--- src/rtl/cddn_pkg.sv ---
// Shared types, constants and calendar helper functions for the date converter.
`default_nettype none

package cddn_pkg;

   // Default year window
   localparam int unsigned DEF_FIRST_YEAR = 1900;
   localparam int unsigned DEF_LAST_YEAR  = 2099;

   // Field widths
   localparam int unsigned MONTH_W = 4;
   localparam int unsigned DAY_W   = 5;
   localparam int unsigned YEAR_W  = 14;
   localparam int unsigned COUNT_W = 17;
   localparam int unsigned WDAY_W  = 3;
   localparam int unsigned LEN_W   = 9;   // holds 366
   localparam int unsigned ACC_W   = 22;  // running count over the widest window

   localparam logic [MONTH_W-1:0] MONTHS_PER_YEAR = 4'd12;
   localparam logic [MONTH_W-1:0] FIRST_MONTH     = 4'd1;

   typedef enum logic {
      OP_ENCODE = 1'b0,
      OP_DECODE = 1'b1
   } opcode_type;

   typedef struct packed {
      logic                 opcode;
      logic [MONTH_W-1:0]   month_in;
      logic [DAY_W-1:0]     day_in;
      logic [YEAR_W-1:0]    year_in;
      logic [COUNT_W-1:0]   count_in;
   } req_type;

   typedef struct packed {
      logic [COUNT_W-1:0]   count_out;
      logic [MONTH_W-1:0]   month_out;
      logic [DAY_W-1:0]     day_out;
      logic [YEAR_W-1:0]    year_out;
      logic [WDAY_W-1:0]    weekday;
      logic                 valid_res;
   } rsp_type;

   // Result of the shared add/subtract unit
   typedef struct packed {
      logic [ACC_W-1:0] sum;
      logic             borrow;
      logic             zero;
   } unit_res_type;

   typedef enum logic [3:0] {
      ST_IDLE,
      ST_ENC_CHECK,
      ST_ENC_YEAR,
      ST_ENC_DAY,
      ST_ENC_MONTH,
      ST_ENC_RANGE,
      ST_DEC_CHECK,
      ST_DEC_YEAR,
      ST_DEC_MONTH,
      ST_RESULT
   } state_type;

   // Sequencer controls
   typedef struct packed {
      logic load;
      logic acc_we;
      logic sub;
      logic use_year;
      logic year_step;
      logic month_step;
      logic ok_set;
      logic strobe;
   } ctl_type;

   // Length of a month; February follows the leap flag
   function automatic logic [DAY_W-1:0] month_len(input logic [MONTH_W-1:0] m,
                                                   input logic leap);
      logic [DAY_W-1:0] len;
      unique case (m)
         4'd2:                      len = leap ? 5'd29 : 5'd28;
         4'd4, 4'd6, 4'd9, 4'd11:   len = 5'd30;
         default:                   len = 5'd31;
      endcase
      return len;
   endfunction

   function automatic logic [LEN_W-1:0] year_len(input logic leap);
      return leap ? 9'd366 : 9'd365;
   endfunction

   // ((c + 5) mod 7) + 1, by folding octal digits (8 is 1 mod 7)
   function automatic logic [WDAY_W-1:0] weekday_of(input logic [COUNT_W-1:0] c);
      logic [COUNT_W:0] v;
      logic [5:0]       s1;
      logic [3:0]       s2;
      logic [3:0]       s3;
      v  = {1'b0, c} + 18'd5;
      s1 = 6'(v[2:0]) + 6'(v[5:3]) + 6'(v[8:6]) + 6'(v[11:9])
         + 6'(v[14:12]) + 6'(v[17:15]);
      s2 = 4'(s1[2:0]) + 4'(s1[5:3]);
      s3 = 4'(s2[2:0]) + 4'(s2[3]);
      if (s3 >= 4'd7) begin
         s3 = s3 - 4'd7;
      end
      return s3[WDAY_W-1:0] + 3'd1;
   endfunction

endpackage

`default_nettype wire

--- src/rtl/cddn_unit.sv ---
// Shared add/subtract unit for the running day count.
`default_nettype none

module cddn_unit (
   input  wire logic [cddn_pkg::ACC_W-1:0] a,
   input  wire logic [cddn_pkg::LEN_W-1:0] b,
   input  wire logic                       sub,
   output cddn_pkg::unit_res_type          res
);
   import cddn_pkg::*;

   logic [ACC_W-1:0] b_ext;
   logic [ACC_W:0]   total;

   // One adder: a + b, or a + ~b + 1 for a - b
   assign b_ext = sub ? ~ACC_W'(b) : ACC_W'(b);
   assign total = {1'b0, a} + {1'b0, b_ext} + (ACC_W+1)'(sub);

   assign res.sum    = total[ACC_W-1:0];
   assign res.borrow = sub & ~total[ACC_W];
   assign res.zero   = (total[ACC_W-1:0] == '0);

endmodule

`default_nettype wire

--- config.mk ---
export PLATFORM = sky130hd
export DESIGN_NAME = cddn_unit
export DESIGN_NICKNAME = d
export VERILOG_FILES = /design/src/rtl/cddn_pkg.sv /design/src/rtl/cddn_unit.sv
export SDC_FILE = /design/constraint.sdc
export NUM_CORES = 1
export LEC_CHECK = 0
export ABC_AREA = 1
export BUFFER_PORTS_ARGS = -buffer_cell sky130_fd_sc_hd__buf_2
export CAP_MARGIN = 10
export CORE_ASPECT_RATIO = 2
export CORE_UTILIZATION = 54
export DETAILED_ROUTE_END_ITERATION = 16
export GPL_TIMING_DRIVEN = 0
export PLACE_DENSITY = 0.92
export SYNTH_ARGS = -nofsm -noshare
export SYNTH_HDL_FRONTEND = slang
export SYNTH_SLANG_ARGS = --single-unit
--- constraint.sdc ---
create_clock -name vclk -period 5.1
set_input_delay 1.02 -clock vclk [all_inputs]
set_output_delay 1.02 -clock vclk [all_outputs]
set_load 0.05 [all_outputs]
# Word level (Yosys, flattened, before mapping)
# Cells that the tools add are included.
# classes
n_addsub,2
n_mux,1
bitwise_logic,3
reduce_logical,1
# op_table
op,count
$add A22 B22 Y23,1
$add A23 B1 Y23,1
$logic_not A22 Y1,1
$mux W22,1
$not A9 Y22,1
$and A1 B1 Y1,1
$not A1 Y1,1
# word_totals
register_bits,0
inputBits,32
output_inout_bits,24

# Logic depth before layout (Yosys ltp)
# depth
depth_word,6
mapped_depth,20
mapped_depth_nobuf,19

# Least setup slack after synthesis
# No wires, ideal clock.
# synth_path
kind,input port to output port
startpoint,input port sub
endpoint,output port res[0] (netlist name)
t_arrival_ns,3.608
setup_slack_ns,0.472
path_stages,19
path_buffers,1
cell_sequence,buf_6 -> inv_2 -> nand2_2 -> and2_1 -> inv_1 -> fa_1 -> inv_1 -> nand2_1 -> nand2_2 -> nand3_2 -> nand2_2 -> nand2_2 -> nand2_2 -> nand2_1 -> nand3_1 -> nand2_1 -> nor2_1 -> nand3_1 -> nor2_1
# synth_rtl
element,line_no,text
start: declaration,cddn_unit.sv:7,"input wire logic sub,"
end: declaration,cddn_unit.sv:8,output cddn_pkg::unit_res_type res

==> impl_metrics.env <==
export IMPL_fin_util=0.675
export IMPL_rows=28
export IMPL_setup_viol=0
export IMPL_final_max_slew_viol_count=0
export IMPL_die_h_um=80.0
export IMPL_placed_area_um2=1960
export IMPL_outcome="finished, violations left"
export IMPL_ff_latch_area_um2=0
export IMPL_yosysUniqueCellTypes=27
export IMPL_seq_cell_count=0
export IMPL_maxSlewHeadroom=0.771
export IMPL_critPathMaxFanout=14
export IMPL_crit_top_cell="nor2_1"
export IMPL_n_clock_buffer=0
export IMPL_final_setup_tns_ns=0
export IMPL_hold_path_class="in -> out"
export IMPL_synth_most_common_cell="nand2_1"
export IMPL_required_ns=4.08
export IMPL_post_cts_buffers=0
export IMPL_syn_area_per_cell_um2=5.20
export IMPL_place_gp_congestion=0.888
export IMPL_io_pins=56
export IMPL_post_route_drc_count=1
export IMPL_startpoint_type="primary input"
export IMPL_synthesis_area_um2=1640
export IMPL_track_usage=0.299
export IMPL_hold_ws_ns=2.46
export IMPL_p_leak_nw=1.30
export IMPL_syn_to_final_growth_pct=19.3
export IMPL_grt_setup_unrepaired="false"
export IMPL_synth_top_area_frac=0.244
export IMPL_antenna_found_initial=0
export IMPL_yosysTopAreaCell="nand2_1"
export IMPL_initial_utilization=0.565
export IMPL_n_antenna_cell=0
export IMPL_crit_chain="buf_2, buf_6, inv_2, nand2_2, and2_1, inv_1, fa_1, inv_1, nand2_1, nand2_1, nand2_1, nor2_1, nand3_1, nor2_1, nand3_1, nor2_1, nand2_1, nor2_1, nand3_1, nor2_1, buf_2"
export IMPL_worst_path_max_delay_cell="fa_1"
export IMPL_wirelength_um=4460
export IMPL_yosys_top_cells_count="nand2_1, inv_1, nor2_1, ha_1, nand3_1"
export IMPL_io_buffers=56
export IMPL_fmax_mhz=212
export IMPL_dr_pass1_iters=10
export IMPL_violations="design-rule violations"
export IMPL_coreArea_um2=2910
export IMPL_die_w_um=41.0
export IMPL_routedWlPerCell_um=11.1
export IMPL_grt_pass1_wl_um=7140
export IMPL_cp_arrival_ns=3.69
export IMPL_yosys_top_cells_area="nand2_1, ha_1, inv_1, nor2_1, nand3_1"
export IMPL_min_period_over_period=0.923
export IMPL_place_hpwl_um=3970
export IMPL_ys_seq_area_frac=0
export IMPL_ant_nets=0
export IMPL_first_global_vias=1945
export IMPL_tightest_slew_ns=0.341
export IMPL_via_per_inst=5.25
export IMPL_dieArea_um2=3280
export IMPL_yosysWarnings=0
export IMPL_overflow=0
export IMPL_worst_setup_path_type="in -> out"
export IMPL_syn_nets=371
export IMPL_holdBufCountCts=0
export IMPL_vias=2110
export IMPL_cpPeakStageDelay_ns=0.37
export IMPL_fin_cells=402
export IMPL_cap_violations=0
export IMPL_nNetsFinal=429
export IMPL_final_area_um2=1960
export IMPL_drt_iter0_markers=46
export IMPL_cts_resized=0
export IMPL_drive_gt1_frac=0.228
export IMPL_hold_depth=4
export IMPL_cp_end_kind="output port"
export IMPL_finalWorstPathRequiredPeriod_ns=4.71
export IMPL_synth_cells=316
export IMPL_hold_violations=0
export IMPL_cp_startpoint="sub"
export IMPL_placedCellCount=402
export IMPL_p_per_area_nw_per_um2=216
export IMPL_cp_endpoint="res[0]"
export IMPL_max_vdd_ir_drop_uv=153
export IMPL_grt_max_degree=15
-- worst max-delay path: cells and delay by family --
kind	cells	cell delay, ns
adders and majority gates	1	0.37
buffers and inverters	6	0.92
and+or+nand+nor	14	1.36
-- cell type report --
cell class         count  area [µm²]
plain buffers          1        11.3
fillers              300         946
inverters             64         240
multi-input cells    251        1390
well taps             30        37.5
repair buffers        56         280
-- kinds of logic (layout without fill, tap and decap cells) --
group / count (synthesis) / in the layout / synth area share
xor+xnor: 10 / 10 / 0.0533
compound gates: 27 / 27 / 0.0959
buf+inv: 65 / 121 / 0.153
simple gates: 191 / 191 / 0.518
fa+ha+maj: 23 / 23 / 0.180
-- worst min-delay path by stage --
| stage | startpoint | end | slack, ns |
|---|---|---|---|
| 2_1_floorplan | sub | res[1] | 2.35 |
| 3_3_place_gp | a[0] | res[2] | 2.46 |
| 3_5_place_dp | a[0] | res[2] | 2.46 |
| 4_1_cts | a[0] | res[2] | 2.46 |
| 5_1_grt | a[0] | res[2] | 2.47 |
| 6_report | a[0] | res[2] | 2.46 |
-- cell usage in the layout, fill, tap and decap left out, types with 2 or more instances in the layout --
cell and n:
nand2_1 107, inv_1 60, buf_2 56, nor2_1 31, ha_1 22, nand3_1 18, a21oi_1 16, nand2_2 14
xor2_1 9, nand3b_1 6, inv_2 4, nand3_2 4, nor3_1 3, o21ai_0 3, and2_1 2, a21oi_2 2
a21o_1 2, o21bai_1 2, nor2_2 2
-- per-stage QoR --
stage	power, mW	setup slack (ns)
finish	0.424	0.393
global placement	0.411	0.531
floorplan	0.329	0.472
global route	0.466	0.174
CTS	0.423	0.424
detailed placement	0.421	0.437
-- layer usage --
| layer | routed length [µm] | global-route usage | vias to the layer above |
|---|---|---|---|
| met5 | 0 | 0 | - |
| met2 | 2580 | 0.595 | 64 |
| li1 | - | - | 1092 |
| met4 | 284 | 0.180 | 0 |
| met3 | 119 | 0.00557 | 24 |
| met1 | 1470 | 0.238 | 930 |
-- power by group --
part	switching, mW	internal, mW	leakage [nW]
registers	0	0	0
logic	0.307	0.117	1.30
clock network	0	0	0
total	0.307	0.117	1.30
(Power assumes the default switching activity.)
