## src/rtl/cddn_pkg.sv

```systemverilog
// Shared types, constants and calendar helper functions for the date converter.
`default_nettype none

package cddn_pkg;

   // Default year window
   localparam int unsigned DEF_FIRST_YEAR = 1900;
   localparam int unsigned DEF_LAST_YEAR  = 2099;

   // Field widths
   localparam int unsigned MONTH_W = 4;
   localparam int unsigned DAY_W   = 5;
   localparam int unsigned YEAR_W  = 14;
   localparam int unsigned COUNT_W = 17;
   localparam int unsigned WDAY_W  = 3;
   localparam int unsigned LEN_W   = 9;   // holds 366
   localparam int unsigned ACC_W   = 22;  // running count over the widest window

   localparam logic [MONTH_W-1:0] MONTHS_PER_YEAR = 4'd12;
   localparam logic [MONTH_W-1:0] FIRST_MONTH     = 4'd1;

   typedef enum logic {
      OP_ENCODE = 1'b0,
      OP_DECODE = 1'b1
   } opcode_type;

   typedef struct packed {
      logic                 opcode;
      logic [MONTH_W-1:0]   month_in;
      logic [DAY_W-1:0]     day_in;
      logic [YEAR_W-1:0]    year_in;
      logic [COUNT_W-1:0]   count_in;
   } req_type;

   typedef struct packed {
      logic [COUNT_W-1:0]   count_out;
      logic [MONTH_W-1:0]   month_out;
      logic [DAY_W-1:0]     day_out;
      logic [YEAR_W-1:0]    year_out;
      logic [WDAY_W-1:0]    weekday;
      logic                 valid_res;
   } rsp_type;

   // Result of the shared add/subtract unit
   typedef struct packed {
      logic [ACC_W-1:0] sum;
      logic             borrow;
      logic             zero;
   } unit_res_type;

   typedef enum logic [3:0] {
      ST_IDLE,
      ST_ENC_CHECK,
      ST_ENC_YEAR,
      ST_ENC_DAY,
      ST_ENC_MONTH,
      ST_ENC_RANGE,
      ST_DEC_CHECK,
      ST_DEC_YEAR,
      ST_DEC_MONTH,
      ST_RESULT
   } state_type;

   // Sequencer controls
   typedef struct packed {
      logic load;
      logic acc_we;
      logic sub;
      logic use_year;
      logic year_step;
      logic month_step;
      logic ok_set;
      logic strobe;
   } ctl_type;

   // Length of a month; February follows the leap flag
   function automatic logic [DAY_W-1:0] month_len(input logic [MONTH_W-1:0] m,
                                                   input logic leap);
      logic [DAY_W-1:0] len;
      unique case (m)
         4'd2:                      len = leap ? 5'd29 : 5'd28;
         4'd4, 4'd6, 4'd9, 4'd11:   len = 5'd30;
         default:                   len = 5'd31;
      endcase
      return len;
   endfunction

   function automatic logic [LEN_W-1:0] year_len(input logic leap);
      return leap ? 9'd366 : 9'd365;
   endfunction

   // ((c + 5) mod 7) + 1, by folding octal digits (8 is 1 mod 7)
   function automatic logic [WDAY_W-1:0] weekday_of(input logic [COUNT_W-1:0] c);
      logic [COUNT_W:0] v;
      logic [5:0]       s1;
      logic [3:0]       s2;
      logic [3:0]       s3;
      v  = {1'b0, c} + 18'd5;
      s1 = 6'(v[2:0]) + 6'(v[5:3]) + 6'(v[8:6]) + 6'(v[11:9])
         + 6'(v[14:12]) + 6'(v[17:15]);
      s2 = 4'(s1[2:0]) + 4'(s1[5:3]);
      s3 = 4'(s2[2:0]) + 4'(s2[3]);
      if (s3 >= 4'd7) begin
         s3 = s3 - 4'd7;
      end
      return s3[WDAY_W-1:0] + 3'd1;
   endfunction

endpackage

`default_nettype wire

```

## src/rtl/cddn_year.sv

```systemverilog
// Year stepper with running residues for the Gregorian leap rule.
`default_nettype none

module cddn_year #(
   parameter int unsigned FIRST_YEAR = cddn_pkg::DEF_FIRST_YEAR
) (
   input  wire logic                        clock,
   input  wire logic                        load,
   input  wire logic                        step,
   output logic [cddn_pkg::YEAR_W-1:0]      year,
   output logic                             leap
);
   import cddn_pkg::*;

   localparam logic [YEAR_W-1:0] Y_INIT    = YEAR_W'(FIRST_YEAR);
   localparam logic [1:0]        M4_INIT   = 2'(FIRST_YEAR % 4);
   localparam logic [6:0]        M100_INIT = 7'(FIRST_YEAR % 100);
   localparam logic [8:0]        M400_INIT = 9'(FIRST_YEAR % 400);

   logic [YEAR_W-1:0] year_ff, year_in;
   logic [1:0]        m4_ff, m4_in;
   logic [6:0]        m100_ff, m100_in;
   logic [8:0]        m400_ff, m400_in;

   // Next values: reload at the window start or advance one year
   always_comb begin
      year_in = year_ff;
      m4_in   = m4_ff;
      m100_in = m100_ff;
      m400_in = m400_ff;
      if (load) begin
         year_in = Y_INIT;
         m4_in   = M4_INIT;
         m100_in = M100_INIT;
         m400_in = M400_INIT;
      end else if (step) begin
         year_in = year_ff + 1'b1;
         m4_in   = m4_ff + 1'b1;
         m100_in = (m100_ff == 7'd99)  ? '0 : m100_ff + 1'b1;
         m400_in = (m400_ff == 9'd399) ? '0 : m400_ff + 1'b1;
      end
   end

   always_ff @(posedge clock) begin
      year_ff <= year_in;
      m4_ff   <= m4_in;
      m100_ff <= m100_in;
      m400_ff <= m400_in;
   end

   assign year = year_ff;
   assign leap = ((m4_ff == '0) && (m100_ff != '0)) || (m400_ff == '0);

endmodule

`default_nettype wire

```

## config.mk

```make
export PLATFORM = sky130hd
export DESIGN_NAME = cddn_year
export DESIGN_NICKNAME = d
export VERILOG_FILES = /design/src/rtl/cddn_pkg.sv /design/src/rtl/cddn_year.sv
export SDC_FILE = /design/constraint.sdc
export NUM_CORES = 1
export LEC_CHECK = 0
export BUFFER_PORTS_ARGS = -buffer_cell sky130_fd_sc_hd__buf_2
export CAP_MARGIN = 25
export CORE_ASPECT_RATIO = 1.1
export CORE_MARGIN = 10
export CORE_UTILIZATION = 51
export DETAILED_ROUTE_END_ITERATION = 16
export PLACE_DENSITY = 0.74
export SETUP_SLACK_MARGIN = 0.1
export SYNTH_ARGS = -nofsm -noshare
export SYNTH_HDL_FRONTEND = slang
export SYNTH_SLANG_ARGS = --single-unit
export TNS_END_PERCENT = 30
```

## constraint.sdc

```tcl
create_clock -name clock -period 1.6 [get_ports clock]
set_clock_uncertainty 0.2 [all_clocks]
set_input_delay 0.48 -clock clock [delete_from_list [all_inputs] [get_ports clock]]
set_output_delay 0.48 -clock clock [all_outputs]
set_load 0.01 [all_outputs]
```

## Word level (Yosys, flattened, before mapping)

Cells that the tools add are included.
W data, S select, Z words.

- Add/sub/neg operators: 4
- Equal/unequal tests: 2
- Mux-type cells: 2
- Reduce and logical (&&, ||, !) cells: 5

Operator list:

| operator | count |
|---|---|
| $add A14 B1 Y14 const B | 1 |
| $add A9 B1 Y9 const B | 1 |
| $eq A9 B9 Y1 const B | 1 |
| $logic_not A9 Y1 | 1 |
| $mux W9 | 1 |
| $add A7 B1 Y7 const B | 1 |
| $eq A7 B7 Y1 const B | 1 |
| $mux W7 | 1 |
| $reduce_bool A7 Y1 | 1 |
| $add A2 B1 Y2 const B | 1 |
| $logic_not A2 Y1 | 1 |
| $logic_and A1 B1 Y1 | 1 |
| $logic_or A1 B1 Y1 | 1 |

- Register bits after elaboration: 32
- Input bits: 3
- Output and inout port bits: 15
- Word-level logic and storage cells: 17

## Longest topological paths before layout

Gate-level depths: netlist of run 1.

- Depth in word-level cells: 3
- Gate-level depth with buffers: 5

## Least setup slack after synthesis of run 1

Ideal clock, no wire load.

- Path kind: input to register
- Start point: in step
- End point: reg year_ff[11], in the netlist year[11]
- Arrival time: 1420 ps
- Data required time: 1277 ps
- Path slack: -143 ps
- Stages: 4
- Path buffers: 1
- Cells stage by stage: buf_2 > nand4_1 > nor4_2 > mux2_1

RTL lines:

| what | line | text |
|---|---|---|
| start: declaration | cddn_year.sv:9 | `input wire logic step,` |
| end signal: assignment | cddn_year.sv:45 | `year_ff <= year_in;` |
| end: declaration | cddn_year.sv:20 | `logic [YEAR_W-1:0] year_ff, year_in;` |

## Worst setup path in the final report of run 1

- Start point: reg m400_ff[1]
- End point: out leap

- Cells in the longest elaborated chain, start to end: 2

Ends and longest elaborated chain:

| what | line | text |
|---|---|---|
| start: declaration | cddn_year.sv:23 | `logic [8:0] m400_ff, m400_in;` |
| start signal: assignment | cddn_year.sv:48 | `m400_ff <= m400_in;` |
| $logic_not A9 Y1 | cddn_year.sv:52 | `assign leap = ((m4_ff == '0) && (m100_ff != '0)) \|\| (m400_ff == '0);` |
| $logic_or A1 B1 Y1 | cddn_year.sv:52 |  |
| end: declaration | cddn_year.sv:11 | `output logic leap` |

No other way between the ends.

==> impl_summary.txt, run 1 <==
----------------------------------------------------
[Yosys]
  Netlist Area Pre-Place ... 0.00158 mm²
  Cell with the most instances after synthesis ... sky130_fd_sc_hd__dfxtp_1
  Most instantiated cells after synthesis ... sky130_fd_sc_hd__dfxtp_1, sky130_fd_sc_hd__nor2_1, sky130_fd_sc_hd__inv_1, sky130_fd_sc_hd__nand2_1, sky130_fd_sc_hd__nand4_1
  Synth top area share ... 40.6%
  Number of synthesized register bits ... 32
  Number of nets produced by synthesis ... 185
  Async set-or-reset flop fraction in the synthesized netlist ... 0%
  Synth Area per Inst ... 8.96 µm²
  Largest cells by area after synthesis ... sky130_fd_sc_hd__dfxtp_1, sky130_fd_sc_hd__ha_1, sky130_fd_sc_hd__nor2_1, sky130_fd_sc_hd__nand4_1, sky130_fd_sc_hd__mux2i_1
  Prevailing post-synth register cell ... sky130_fd_sc_hd__dfxtp_1
  EDFF count, synth ... 0
  Sequential element share of the synthesized area ... between 40% and 50%
  Count of warnings emitted by yosys ... 0
  Post-synthesis instance total ... approximately 180
  Count of distinct cell types in the synthesized netlist ... 39
  Yosys top cell by area ... sky130_fd_sc_hd__dfxtp_1

[Global route]
  Total routing usage reported by global routing ... between 10% and 20%
  Number of antenna violations at the first check in global routing ... 0
  Via count of the first global-routing pass ... roughly 1,600
  Grt ovf ... 0
  First-pass GRT wire length ... 7260 µm
  Pin count of the biggest net entering global routing ... 19

[Critical path]
  Critical path start-end classification ... flip-flop to primary output
  Endpoint class of the critical path ... primary output
  Worst reg2reg setup slack ... -0.02 ns
  Cell Chain, Critical Path ... inv_1 > ha_1 > a32o_1 > buf_2
  Required time of the worst setup path ... between 0.9 and 1 ns
  R2R depth ... 5
  Arrival time reported for the critical path endpoint ... 1.30 ns
  Critical R2R Capture ... m400_ff[8]
  Largest incremental delay on the critical path ... 0.37 ns
  Worst reg2reg path startpoint ... m400_ff[0]
  CP max FO ... 4
  Crit-path slowest cell ... sky130_fd_sc_hd__dfxtp_2
  Startpoint types ... flip-flop

[Floorplan]
  Effective utilization at floorplan ... 52.6%
  Area enclosed by the die boundary ... around 0.0057 mm²
  Horizontal die dimension ... 73.0 µm
  Die boundary height ... 78.3 µm
  Io pins ... 18
  Core outline area ... 0.00300 mm²
  Number of placement rows ... 21

[Timing]
  Rel. slew slack ... 76.1%
  Fin. max-slew vios ... 0
  Number of setup violations in the final report ... 9
  Tightest Pin Transition ... 0.359 ns
  Final hold slack ... approximately 0.31 ns
  Post-route clock period utilization ... 123%
  Final critical-path required period ... 1.98 ns
  Number of hold violations in the final report ... 0
  Maximum clock frequency ... 506 MHz
  Worst setup margin ... -0.375 ns
  Setup repair after global routing missed its margin ... true

[Power]
  Lkg Pwr ... ~0.97 nW
  Areal power density over the cells ... 634 mW/mm²
  Total power ... 1.53 mW
  Peak VDD IR ... ~680 µV

[Layout]
  Number of nets in the layout ... 250
  Number of non-filler instances in the completed layout ... 276
  Layout cells sized above 1 ... 47.1%
  Filler instances ... 184
  Fraction of the core area covered by cells at the end of the flow ... 80.7%
  Count of antenna diodes in the layout ... 0
  Layout overhead on the synthesized area ... 53.3%

[Detailed routing]
  Length of the first detailed-routing pass in iterations ... 4
  Starting DRC count in detailed routing ... 112
  Antenna Nets Post-Route ... 0
  Total routed wirelength ... roughly 4500 µm
  Remaining routing DRC violations ... 0
  DR vias ... between 1,500 and 2,000
  Wire per inst ... roughly 16 µm
  Vias per cell ... around 5.7

[Placed design]
  Number of buffers added on ports ... 17
  Placed Cells ... between 200 and 300
  Detailed placer's ending HPWL ... 2810 µm
  Setup Slack @ Placement ... -0.170 ns
  GPL Wtd Cong ... just over 0.8

[Clock network]
  Clk slew on worst S/H paths ... ~0.09 ns
  Maximum level of the CTS H-tree ... 2
  CTS tree ... built
  Clock latency on the worst-skew pair ... 0.34 ns
  # clock sinks ... 32
  Total CTS buffers ... 5
  Buffer cell driving the clock tree root ... sky130_fd_sc_hd__clkbuf_4
  Clock buffer depth ... 2

[Worst hold path]
  Worst Hold Path EP ... m4_ff[1]
  Hold depth ... 2
  Launch point of the worst hold path ... m4_ff[1]
  Worst min path class ... flip-flop to flip-flop

[Status]
  Result of the run ... finished, violations left
  Violations in the final reports ... negative setup slack

[Job]
  Max-cap violation count ... 0

----------------------------------------------------
## routing by layer
layer / share of wire (%) / global-route usage (%) / up-vias
met5: 0 / 0 / -
met2: 54 / 27.9 / 37
met3: 4.7 / 6.54 / 14
met1: 39 / 15.8 / 743
met4: 2.4 / 6.65 / 0
li1: - / - / 781
## worst max path at each step
stage	start	cells after the start	slack (ns)	end
after floorplan	step	4	-0.01	year[13]
after global placement	step	5	-0.09	year[13]
after detailed placement	step	5	-0.17	year[12]
after CTS	m100_ff[2]	4	-0.40	leap
after global routing	m100_ff[3]	4	-0.46	leap
final	m400_ff[1]	4	-0.38	leap
## registers in the layout, indices dropped and copies added, names as in the netlist
register	flops
year	14
m400_ff	9
m4_ff	2
m100_ff	7
## cells by family after synthesis
group | count (synthesis) | synth area share (%)
flops | 32 | 40.6
compound gates | 28 | 11.7
simple gates | 75 | 27.1
xor+xnor | 10 | 5.56
mux | 8 | 5.32
buf+inv | 17 | 4.92
fa+ha+maj | 6 | 4.76
## cell type report
type                       instances  area (µm²)  share of cell area (%)
sequential                        32         691                    28.6
inverter                          11        41.3                    1.71
clock buffer                       8        58.8                    2.43
tap                               34        42.5                    1.76
timing repair buffer              63         553                    22.9
multi-input combinational        128        1030                    42.6
## critical path, delay by kind of cell (launching register included)
| kind | cells | cell delay, ns |
|---|---|---|
| AOI/OAI and AO/OA | 1 | 0.24 |
| adders and majority gates | 1 | 0.17 |
| buffers and inverters | 2 | 0.19 |
| DFF | 1 | 0.37 |
## timing repair
item                       4_1_cts  5_1_grt
setup endpoints to repair       32       32
gates cloned                     1        0
hold buffers                     0        0
pin swaps                       11        9
resized for setup               57       19
buffers inserted                11        6
## through the flow
stage          TNS, ns  instance area [µm²]
3_3_place_gp    -0.676                 1910
4_1_cts         -0.500                 2300
3_5_place_dp     -1.36                 1910
2_1_floorplan  -0.0439                 1610
6_report        -0.476                 2420
5_1_grt          -1.06                 2420
## placed cells by master (no fill, tap or decap), drive strengths merged, types with 4 or more instances in the layout
master | Yosys | routed
buf | 4 | 63
dfxtp | 32 | 32
nor2 | 17 | 17
inv | 11 | 11
nand2 | 11 | 11
nand4 | 10 | 11
nand3 | 8 | 8
clkbuf | 2 | 8
o21ai | 8 | 8
a21oi | 7 | 7
or3 | 6 | 6
nor4 | 6 | 6
ha | 6 | 6
xor2 | 5 | 5
mux2i | 5 | 5
xnor2 | 5 | 5
and3 | 4 | 4
nor2b | 4 | 4
o31ai | 4 | 4
## power by group
| group | switching (mW) | internal [mW] |
|---|---|---|
| Sequential | 0.0232 | 0.809 |
| Combinational | 0.108 | 0.0989 |
| Clock | 0.276 | 0.217 |
(Power assumes the default switching activity.)
==> inputs of run 2 (changes only) <==
--- a/config.mk
+++ b/config.mk
@@ -7,12 +7,14 @@
 export LEC_CHECK = 0
 export BUFFER_PORTS_ARGS = -buffer_cell sky130_fd_sc_hd__buf_2
 export CAP_MARGIN = 25
+export CELL_PAD_IN_SITES_DETAIL_PLACEMENT = 1
+export CELL_PAD_IN_SITES_GLOBAL_PLACEMENT = 1
 export CORE_ASPECT_RATIO = 1.1
 export CORE_MARGIN = 10
-export CORE_UTILIZATION = 51
+export CORE_UTILIZATION = 39
 export DETAILED_ROUTE_END_ITERATION = 16
-export PLACE_DENSITY = 0.74
-export SETUP_SLACK_MARGIN = 0.1
+export PLACE_DENSITY_LB_ADDON = 0.1
+export SETUP_SLACK_MARGIN = 0.2
 export SYNTH_ARGS = -nofsm -noshare
 export SYNTH_HDL_FRONTEND = slang
 export SYNTH_SLANG_ARGS = --single-unit
==> impl_summary.txt, run 2 (synthesis gave the netlist of run 1 again) <==
----------------------------------------------------
[Floorplan]
  Die boundary height ... 86.7 µm
  Number of placement rows ... 24
  Horizontal die dimension ... approximately 81 µm
  Core outline area ... approximately 0.0039 mm²
  Effective utilization at floorplan ... between 40% and 50%
  Area enclosed by the die boundary ... 0.00699 mm²
  Io pins ... 18

[Layout]
  Most frequent cells in the layout ... sky130_fd_sc_hd__buf_4, sky130_fd_sc_hd__buf_6, sky130_fd_sc_hd__nor2_1, sky130_fd_sc_hd__dfxtp_2, sky130_fd_sc_hd__dfxtp_1
  Final Cell Area ... approximately 0.0027 mm²
  Layout cells sized above 1 ... 54.2%
  Number of nets in the layout ... 259
  Largest register FFs ... 14
  Register area ... about 700 µm²
  Count of antenna diodes in the layout ... 0
  Most common library cell in the layout ignoring fill and taps ... sky130_fd_sc_hd__buf_4
  Filler instances ... 405
  Total area of multi-input combinational cells ... 0.00112 mm²
  Layout overhead on the synthesized area ... 73.3%

[Detailed routing]
  Remaining routing DRC violations ... 0
  Total routed wirelength ... 7600 µm
  Vias per cell ... just under 6
  Antenna Nets Post-Route ... 0
  Length of the first detailed-routing pass in iterations ... 4
  Wire per inst ... 25.1 µm
  DR vias ... 1,775
  Starting DRC count in detailed routing ... 127

[Placed design]
  Setup Slack @ Placement ... -0.171 ns
  GPL Wtd Cong ... between 0.8 and 0.9
  Number of buffers added on ports ... 17
  Instance area at placement ... ~0.002 mm²
  Detailed placer's ending HPWL ... between 3000 and 4000 µm

[Global route]
  Via count of the first global-routing pass ... 1,783
  Number of antenna violations at the first check in global routing ... 0
  Total routing usage reported by global routing ... ~17%
  Grt ovf ... 0
  Pin count of the biggest net entering global routing ... 21
  First-pass GRT wire length ... roughly 9100 µm

[Power]
  Net switching share of the total power ... 25.5%
  Peak VDD IR ... 636 µV
  Lkg Pwr ... 1.09 nW
  Share of total power in sequential cells ... 41.5%
  Net switching power figure ... 0.515 mW
  Total power ... 2.02 mW
  Comb power frac ... around 15%
  Internal power summed over all cells ... 1.51 mW
  Areal power density over the cells ... 740 mW/mm²
  Proportion of power drawn by the clock network ... 43.6%

[Critical path]
  Startpoint types ... flip-flop
  Required time of the worst setup path ... 0.92 ns
  CP max FO ... 3
  R2R depth ... 4
  Critical path start-end classification ... flip-flop to primary output
  Endpoint class of the critical path ... primary output
  First element of the critical path ... m100_ff[1]
  Worst reg2reg path startpoint ... year[8]
  Arrival time reported for the critical path endpoint ... 1.28 ns

[Timing]
  Sum Neg Setup Slack ... -0.815 ns
  Fin. max-slew vios ... 0
  Worst setup margin ... -0.359 ns
  Number of setup violations in the final report ... 9
  Setup repair after global routing missed its margin ... true
  Post-route clock period utilization ... 122%
  Number of hold violations in the final report ... 0
  Maximum clock frequency ... 511 MHz
  Final critical-path required period ... 1.96 ns
  Rel. slew slack ... 69.7%
  Tightest Pin Transition ... 0.455 ns
  Final hold slack ... 0.312 ns

[Worst hold path]
  Hold depth ... 2
  Worst min path class ... flip-flop to flip-flop
  Launch point of the worst hold path ... m4_ff[1]

[Status]
  Result of the run ... finished, violations left
  Violations in the final reports ... negative setup slack

[Clock network]
  Clock buffer depth ... 2
  Buffer cell driving the clock tree root ... sky130_fd_sc_hd__clkbuf_8
  Clk slew on worst S/H paths ... 0.07 ns
  Clock latency on the worst-skew pair ... 0.29 ns
  Hold buffers post-CTS ... 0
  Total CTS buffers ... 5
  CTS tree ... built
  Maximum level of the CTS H-tree ... 2
  # clock sinks ... 32

[Job]
  Max-cap violation count ... 0

----------------------------------------------------
## run 2: changes by cell type in the layout (fill, tap and decap cells not counted), sizes merged
cell	change
buf	+9
bufinv	+1
clkinvlp	+1
inv	-1
nand4	-1
## run 2: critical path, cell delays in order (launching register included)
cell	delay, ns
sky130_fd_sc_hd__dfxtp_2	0.34
sky130_fd_sc_hd__inv_1	0.08
sky130_fd_sc_hd__ha_1	0.16
sky130_fd_sc_hd__nand3_1	0.08
sky130_fd_sc_hd__a32o_1	0.20
sky130_fd_sc_hd__buf_2	0.14
## run 2: path summary, 6_finish.rpt
kind	slack, ns	to
worst max-delay path	-0.36	leap
worst min-delay path	0.31	m4_ff[1]
worst max register to register	-0.14	year[11]
worst min register to register	0.31	m4_ff[1]
## run 2: power by group through the flow
stage	Combinational (mW)	Sequential, mW	Clock, mW
final	0.301	0.839	0.882
after global routing	0.321	0.841	0.928
after CTS	0.227	0.846	0.880
after detailed placement	0.184	0.862	0
after global placement	0.173	0.860	0
after floorplan	0.103	0.865	0
## run 2: through the flow
step,cells,utilization [%]
2_1_floorplan,176,-
3_3_place_gp,275,50.7
3_5_place_dp,275,50.7
4_1_cts,292,62.9
5_1_grt,303,69.4
6_report,303,69.4
## run 2: what timing repair did
item | in CTS | in global routing
resized for setup | 64 | 41
pin swaps | 24 | 24
setup buffers | 8 | 11
endpoints found under the setup margin | 36 | 38
cloned | 1 | 0
## run 2: final cells by class
cell class,instances,share of cell area [%]
multi-input combinational,127,41.2
tap,52,2.38
inverter,11,1.65
timing repair buffer,73,25.0
clock inverter,1,1.10
clock buffer,7,3.53
sequential,32,25.1
## run 2: per-layer routing
| metal | vias up | wire length (µm) | GRT usage [%] |
|---|---|---|---|
| li1 | 792 | - | - |
| met3 | 32 | 272 | 3.42 |
| met4 | 0 | 401 | 8.97 |
| met5 | - | 0 | 0 |
| met1 | 884 | 2750 | 16.1 |
| met2 | 67 | 4180 | 32.4 |
